[src/design/swlr_pkg.sv]
// ----------------------------------------------------------------------------
// Sliding-window linear regression package
// Payload types, controller/datapath command and status, fixed widths.
// ----------------------------------------------------------------------------
package swlr_pkg;

  localparam int SAMPLE_BITS = 16;
  localparam int OUT_W       = 48;
  localparam int CFG_W       = 7;
  localparam int CNT_OUT_W   = 7;
  localparam int NUM_PROD    = 6;
  localparam int PROD_IDX_W  = 3;

  localparam logic [CFG_W-1:0] WINLEN_RESET = 7'd16;

  typedef struct packed {
    logic                          command;
    logic signed [SAMPLE_BITS-1:0] sample_time;
    logic signed [SAMPLE_BITS-1:0] sample_value;
  } in_item_t;

  typedef struct packed {
    logic signed [OUT_W-1:0] slope;
    logic signed [OUT_W-1:0] intercept;
    logic                    status;
    logic [CNT_OUT_W-1:0]    points_held;
  } out_item_t;

  typedef struct packed {
    logic                  accept;
    logic                  ev_sel;
    logic                  sq_en;
    logic                  ev_sub;
    logic                  ad_acc;
    logic                  mul_en;
    logic [PROD_IDX_W-1:0] mul_idx;
    logic                  comb_en;
    logic                  div_start;
    logic                  div_step;
    logic                  out_load;
  } dp_cmd_t;

  typedef struct packed {
    logic evict_needed;
    logic den_zero;
  } dp_status_t;

endpackage

[src/design/swlr_ctrl.sv]
// ----------------------------------------------------------------------------
// Sliding-window linear regression controller
// Sequences eviction, accumulation, products, division and result handoff.
// ----------------------------------------------------------------------------
module swlr_ctrl import swlr_pkg::*; #(
  parameter int QW = 79
) (
  input  logic       clk_i,
  input  logic       rst_ni,
  input  logic       in_valid_i,
  input  logic       in_command_i,
  output logic       in_stall_o,
  output logic       out_valid_o,
  input  logic       out_stall_i,
  input  dp_status_t status_i,
  output dp_cmd_t    cmd_o
);

  localparam int DC_W = (QW > 1) ? $clog2(QW) : 1;

  typedef enum logic [10:0] {
    S_IDLE   = 11'b00000000001,
    S_CHECK  = 11'b00000000010,
    S_EV_MUL = 11'b00000000100,
    S_EV_SUB = 11'b00000001000,
    S_AD_MUL = 11'b00000010000,
    S_AD_ACC = 11'b00000100000,
    S_MUL    = 11'b00001000000,
    S_COMB   = 11'b00010000000,
    S_DSTART = 11'b00100000000,
    S_DIV    = 11'b01000000000,
    S_OUT    = 11'b10000000000
  } state_e;

  state_e                state_q, state_d;
  logic [PROD_IDX_W-1:0] mul_cnt_q, mul_cnt_d;
  logic [DC_W-1:0]       div_cnt_q, div_cnt_d;
  logic                  out_valid_q, out_valid_d;

  always_comb begin
    state_d   = state_q;
    mul_cnt_d = mul_cnt_q;
    div_cnt_d = div_cnt_q;
    cmd_o     = '0;
    cmd_o.mul_idx = mul_cnt_q;
    case (state_q)
      S_IDLE: begin
        if (in_valid_i) begin
          cmd_o.accept = 1'b1;
          mul_cnt_d    = '0;
          state_d      = in_command_i ? S_MUL : S_CHECK;
        end
      end
      S_CHECK: begin
        state_d = status_i.evict_needed ? S_EV_MUL : S_AD_MUL;
      end
      S_EV_MUL: begin
        cmd_o.ev_sel = 1'b1;
        cmd_o.sq_en  = 1'b1;
        state_d      = S_EV_SUB;
      end
      S_EV_SUB: begin
        cmd_o.ev_sub = 1'b1;
        state_d      = S_CHECK;
      end
      S_AD_MUL: begin
        cmd_o.sq_en = 1'b1;
        state_d     = S_AD_ACC;
      end
      S_AD_ACC: begin
        cmd_o.ad_acc = 1'b1;
        state_d      = S_MUL;
      end
      S_MUL: begin
        cmd_o.mul_en = 1'b1;
        mul_cnt_d    = mul_cnt_q + 1'b1;
        if (mul_cnt_q == PROD_IDX_W'(NUM_PROD - 1)) begin
          state_d = S_COMB;
        end
      end
      S_COMB: begin
        cmd_o.comb_en = 1'b1;
        state_d       = S_DSTART;
      end
      S_DSTART: begin
        cmd_o.div_start = 1'b1;
        div_cnt_d       = '0;
        state_d         = status_i.den_zero ? S_OUT : S_DIV;
      end
      S_DIV: begin
        cmd_o.div_step = 1'b1;
        div_cnt_d      = div_cnt_q + 1'b1;
        if (div_cnt_q == DC_W'(QW - 1)) begin
          state_d = S_OUT;
        end
      end
      S_OUT: begin
        // The previous result must have left the output register first.
        if (!out_valid_q || !out_stall_i) begin
          cmd_o.out_load = 1'b1;
          state_d        = S_IDLE;
        end
      end
      default: begin
        state_d = S_IDLE;
      end
    endcase
  end

  always_comb begin
    out_valid_d = out_valid_q;
    if (cmd_o.out_load) begin
      out_valid_d = 1'b1;
    end else if (out_valid_q && !out_stall_i) begin
      out_valid_d = 1'b0;
    end
  end

  always_ff @(posedge clk_i or negedge rst_ni) begin
    if (!rst_ni) begin
      state_q     <= S_IDLE;
      mul_cnt_q   <= '0;
      div_cnt_q   <= '0;
      out_valid_q <= 1'b0;
    end else begin
      state_q     <= state_d;
      mul_cnt_q   <= mul_cnt_d;
      div_cnt_q   <= div_cnt_d;
      out_valid_q <= out_valid_d;
    end
  end

  assign in_stall_o  = (state_q != S_IDLE);
  assign out_valid_o = out_valid_q;

endmodule

[config.mk]
export PLATFORM = sky130hd
export DESIGN_NAME = swlr_ctrl
export DESIGN_NICKNAME = d
export VERILOG_FILES = /design/src/design/swlr_pkg.sv /design/src/design/swlr_ctrl.sv
export SDC_FILE = /design/constraint.sdc
export NUM_CORES = 1
export LEC_CHECK = 0
export ABC_AREA = 1
export ABC_CLOCK_PERIOD_IN_PS = 3500
export BUFFER_PORTS_ARGS = -buffer_cell sky130_fd_sc_hd__buf_2
export CORE_AREA = 8 8 59 61
export CTS_CLUSTER_DIAMETER = 40
export DETAILED_ROUTE_END_ITERATION = 8
export DIE_AREA = 0 0 67 69
export GPL_ROUTABILITY_DRIVEN = 0
export PLACE_DENSITY = 0.71
export SYNTH_ARGS = -nofsm -noshare
export SYNTH_HDL_FRONTEND = slang
export SYNTH_SLANG_ARGS = --single-unit
[constraint.sdc]
create_clock -name clk_i -period 3.5 [get_ports clk_i]
set_clock_uncertainty 0.15 [all_clocks]
set_input_delay 0.175 -clock clk_i [delete_from_list [all_inputs] [get_ports clk_i]]
set_output_delay 0.175 -clock clk_i [all_outputs]
set_load 0.005 [all_outputs]
After elaboration in Yosys (flattened, before gate mapping). Cells that the tools add are included.

Output and inout port bits: 15. Word-level logic and storage cells: 59. Bits in registers: 22.

Reduce and logical (&&, ||, !) cells: 10. Eq/ne operators: 18. Add/sub/neg operators: 2. Mux-type cells: 25.

Operator list (number): one-hot mux 11 bit (11 select lines) (1); 2-to-1 mux 11 bit (5); 2-to-1 mux 1 bit (14); one-hot mux 7 bit (2 select lines) (1); equality test 11 x 1 -> 1 bit (second input constant) (1); equality test 11 x 10 -> 1 bit (second input constant) (1); equality test 11 bit (second input constant) (1); equality test 11 x 2 -> 1 bit (second input constant) (1); equality test 11 x 3 -> 1 bit (second input constant) (1); equality test 11 x 4 -> 1 bit (second input constant) (1); equality test 11 x 5 -> 1 bit (second input constant) (1); equality test 11 x 6 -> 1 bit (second input constant) (1); equality test 11 x 7 -> 1 bit (second input constant) (1); equality test 11 x 8 -> 1 bit (second input constant) (1); equality test 11 x 9 -> 1 bit (second input constant) (1); inequality test 11 x 1 -> 1 bit (second input constant) (1); inequality test 2 bit (second input constant) (4); adder 7 x 1 -> 7 bit (second input constant) (1); equality test 7 bit (second input constant) (1); 2-to-1 mux 7 bit (1); one-hot mux 3 bit (2 select lines) (1); nonzero test 2 bit (3); 2-to-1 mux 5 bit (1); AND reduction 4 bit (1); other kinds (8) (9).

Longest topological paths before layout.
Word-level depth: 5. Gate-level depth with buffers: 10. Depth with buffers taken out: 10.

Worst setup path after synthesis. OpenSTA, ideal clock, no wires.

Kind: reg2reg. From: register state_q[10]. To: register mul_cnt_q[0]. Buffers on the path: 0. Data required time: 3225 ps. Data arrival time: 1143 ps. Path slack: 2083 ps. Stages on the path, launching flop included: 8. Path through: dfrtp_1 nor2_4 nand2_4 nor2_4 and2_1 o21ai_1 nand2_1 o21ai_1.

Longest elaborated chain between the ends: 3. Elaborated cells between the ends (all ways): 6. Those cells by class: eq/ne: 3; mux: 1; reduce/logical: 2.

Ends and longest elaborated chain: start, declared (RTL line swlr_ctrl.sv:35) `state_e state_q, state_d;`; start signal, assigned (RTL line swlr_ctrl.sv:126) `state_q <= state_d;`; equality test 11 x 1 -> 1 bit or equality test 11 x 7 -> 1 bit (tied branches) (RTL line swlr_ctrl.sv:46) `case (state_q)`; inequality test 2 bit (no source line) or nonzero test 2 bit (tied branches); AND reduction 2 bit (no source line); end signal, assigned (RTL line swlr_ctrl.sv:127) `mul_cnt_q <= mul_cnt_d;`; end, declared (RTL line swlr_ctrl.sv:36) `logic [PROD_IDX_W-1:0] mul_cnt_q, mul_cnt_d;`.

Several ways; a longest one is shown, not always the timed one. A chain may end at the register's enable or synchronous reset.

==> key figures <==
Route
  – Wirelength per Cell: 12.1 um
  – Router iterations before antenna repair: 4
  – Post-Route WL: about 2900 um
  – Routed Antenna Nets: 0
  – Iteration-0 DRC Markers: 104
  – Vias after detailed routing: 1193
  – Via-to-Cell Ratio: 5.01
  – DRC: 0

Synthesis
  – Post-Synthesis Cells: 178
  – Syn nets: about 190
  – Synth Warn #: 0
  – Average instance area after synthesis: between 7 and 8 um^2
  – Cell variety after synth: 26
  – Post-synthesis sequential area ratio: 0.416
  – #FFs+latches synth: 22
  – Synth Cell Area: between 1000 and 1500 um^2

Setup path
  – Crit path kind: reg -> out
  – WP data arrival: about 1.6 ns
  – Worst r2r dst: div_cnt_q[2]
  – R2R Setup Slk: 1.88 ns
  – Critical path peak fanout: 5
  – RR Startpoint: state_q[4]
  – CP endpoint kind: output pin
  – R2r worst-path depth: 8
  – CP startpoint kind: flip-flop
  – Worst EP required: roughly 3.2 ns

Timing
  – Final-report hold violation count: 0
  – Max-slew violations: 0
  – Setup_tns: 0 ns
  – Max Fclk: 0.529 GHz
  – Worst-margin pin slew: 0.525 ns
  – Unrepaired setup endpoints after global routing: false
  – Fin crit share: 0.540
  – Minimum clock period: 1.89 ns
  – Rel. slew slack: 0.650
  – Final setup violating endpoints: 0

Global route
  – M2 GR Usage: 0.237
  – Vias in the first global route: 1222
  – Initial antenna violation count: 0
  – Pin count of the biggest net entering global routing: 23
  – Most crowded layer after global routing: met2
  – Grt met3 use: 0.0372
  – Total track usage: 0.137
  – Grt ovf: 0
  – First-pass GRT wire length: around 5200 um
  – M1 GR Usage: 0.151

Final layout
  – Design Area, Final: 1550 um^2
  – Nets@finish: between 200 and 250
  – Cell Count, Final, Fillers Out: 238
  – Area growth, synth to finish: 16.8%
  – Share of cells above drive strength 1: 0.217
  – N_diodes: 0
  – Final core occ: 0.592

Pwr
  – Pwr Density: 595 nW/um^2
  – Lkg Pwr: approximately 0.00091 uW
  – Peak VDD IR: ~0.46 mV

Clocking
  – Skew-Pair Late Insertion Delay: 0.31 ns
  – Reg clk slew, reported paths: 0.12 ns
  – CTS Buf Count: 3
  – H-tree levels: 1
  – Maximum clock path buffer count: 2
  – CTS tree: yes
  – Num Clock Sinks: 22
  – Post_cts resized: 0
  – Root Buffer: clkbuf_4

Place
  – HPWL after DPL: 2280 um
  – Inst Count DP: 229
  – Placed Area: 1460 um^2
  – Port Buf Inserts: 21

Outcome
  – Outcome: completed

Worst hold path
  – Hold Path Sink: state_q[6]
  – Hold Path Class: in -> reg
  – Hold Path Depth: 5
  – Hold Startpoint: in_command_i

Floorplanning
  – Top-Level Pins: 22
  – Initial Util: 0.507
  – Die width: 67 um
  – Die area: between 4000 and 5000 um^2
  – Die height: ~70 um
  – Cell row count: 19
  – Core Box Area: 2620 um^2

Run
  – Max_cap viols: 0
==> flip-flops by register name (all words and copies together) (netlist names) <==
name / flops
mul_cnt_q: 3
div_cnt_q: 7
out_valid_o: 1
state_q: 11
==> synthesized netlist by cell type <==
cell	instances	share of area
ha_1	4	0.038
nor2_2	1	0.0047
dfrtp_1	21	0.40
nor4_1	2	0.0094
o21a_1	1	0.0057
nand3_2	2	0.015
buf_4	1	0.0057
o21ai_0	5	0.019
nor2_1	22	0.062
nand2_2	3	0.014
nand3_1	11	0.042
inv_1	29	0.082
o21ai_1	4	0.015
nand2_1	44	0.12
nor3_1	5	0.019
xor2_1	2	0.013
inv_2	5	0.014
nand4_1	1	0.0047
o31ai_1	2	0.011
nor2_4	5	0.042
o22ai_1	1	0.0047
nand2_4	2	0.017
dfstp_2	1	0.020
nor3_2	1	0.0076
and2_1	1	0.0047
a21oi_1	2	0.0076
==> where the power goes <==
group | total [uW] | internal [uW] | switching [uW] | leakage [uW]
combinational | 436 | 156 | 280 | 0.000588
clock | 145 | 63.6 | 81.0 | 0.0000210
sequential | 341 | 301 | 39.3 | 0.000301
==> cells in the final DEF, fill, tap and decap left out, drive strengths merged, types with 2 or more instances in the layout <==
master / instances
o31ai: 2
dfrtp: 21
o21ai: 9
clkbuf: 4
nor4: 2
a21oi: 2
ha: 4
nor2: 28
nand3: 13
nor3: 6
nand2: 49
inv: 34
dlygate4sd3: 5
buf: 21
xor2: 2
==> stage by stage <==
stage	hold WS [ns]	setup WS [ns]	total power, uW
5_1_grt	0.0371	1.50	993
3_5_place_dp	0.0205	1.90	780
2_1_floorplan	-0.271	2.08	664
4_1_cts	0.00177	1.59	929
6_report	0.0102	1.61	921
3_3_place_gp	0.0207	1.93	766
==> area by class of cell <==
class / instances / area (um^2)
Sequential cell: 22 / 552
Timing Repair Buffer: 26 / 155
Multi-Input combinational cell: 121 / 638
Fill cell: 255 / 1070
Clock buffer: 4 / 36.3
Tap cell: 31 / 38.8
Inverter: 34 / 128
==> repair_timing <==
action | CTS | global route
endpoints found under the setup margin | 0 | 0
buffers inserted | 0 | 0
hold endpoints to repair | 26 | 0
hold buffers | 5 | 0
==> critical path, stage by stage (launching register included) <==
cell and delay (ns):
dfstp_2 0.57, nand2_1 0.06, nor2_1 0.27, nand2_2 0.14, nor2_1 0.09, buf_2 0.12
==> how the worst max path moves through the flow <==
stage | slack (ns) | endpoint | from | depth (start not counted)
global placement | 1.93 | div_cnt_q[1] | state_q[1] | 8
detailed placement | 1.90 | div_cnt_q[1] | state_q[1] | 8
global route | 1.50 | cmd_o[10] | state_q[5] | 6
finish | 1.61 | cmd_o[12] | state_q[0] | 5
CTS | 1.59 | cmd_o[12] | state_q[0] | 5
floorplan | 2.08 | mul_cnt_q[0] | state_q[10] | 7
==> metal layers <==
layer,vias to the layer above,part of all wire
li1,610,-
met4,0,0.014
met1,555,0.43
met5,-,0
met3,6,0.038
met2,22,0.51
==> kinds of logic (layout without fill, tap and decap cells) <==
group | count (synthesis) | after routing | share of synthesized area
DFF | 22 | 22 | 0.416
adders and majority gates | 4 | 4 | 0.0378
AOI/OAI and AO/OA | 15 | 15 | 0.0633
buffers and inverters | 35 | 64 | 0.102
and+or+nand+nor | 100 | 100 | 0.367
xor gates and xnor gates | 2 | 2 | 0.0132
Note: power is estimated with default switching activity, not from simulation.
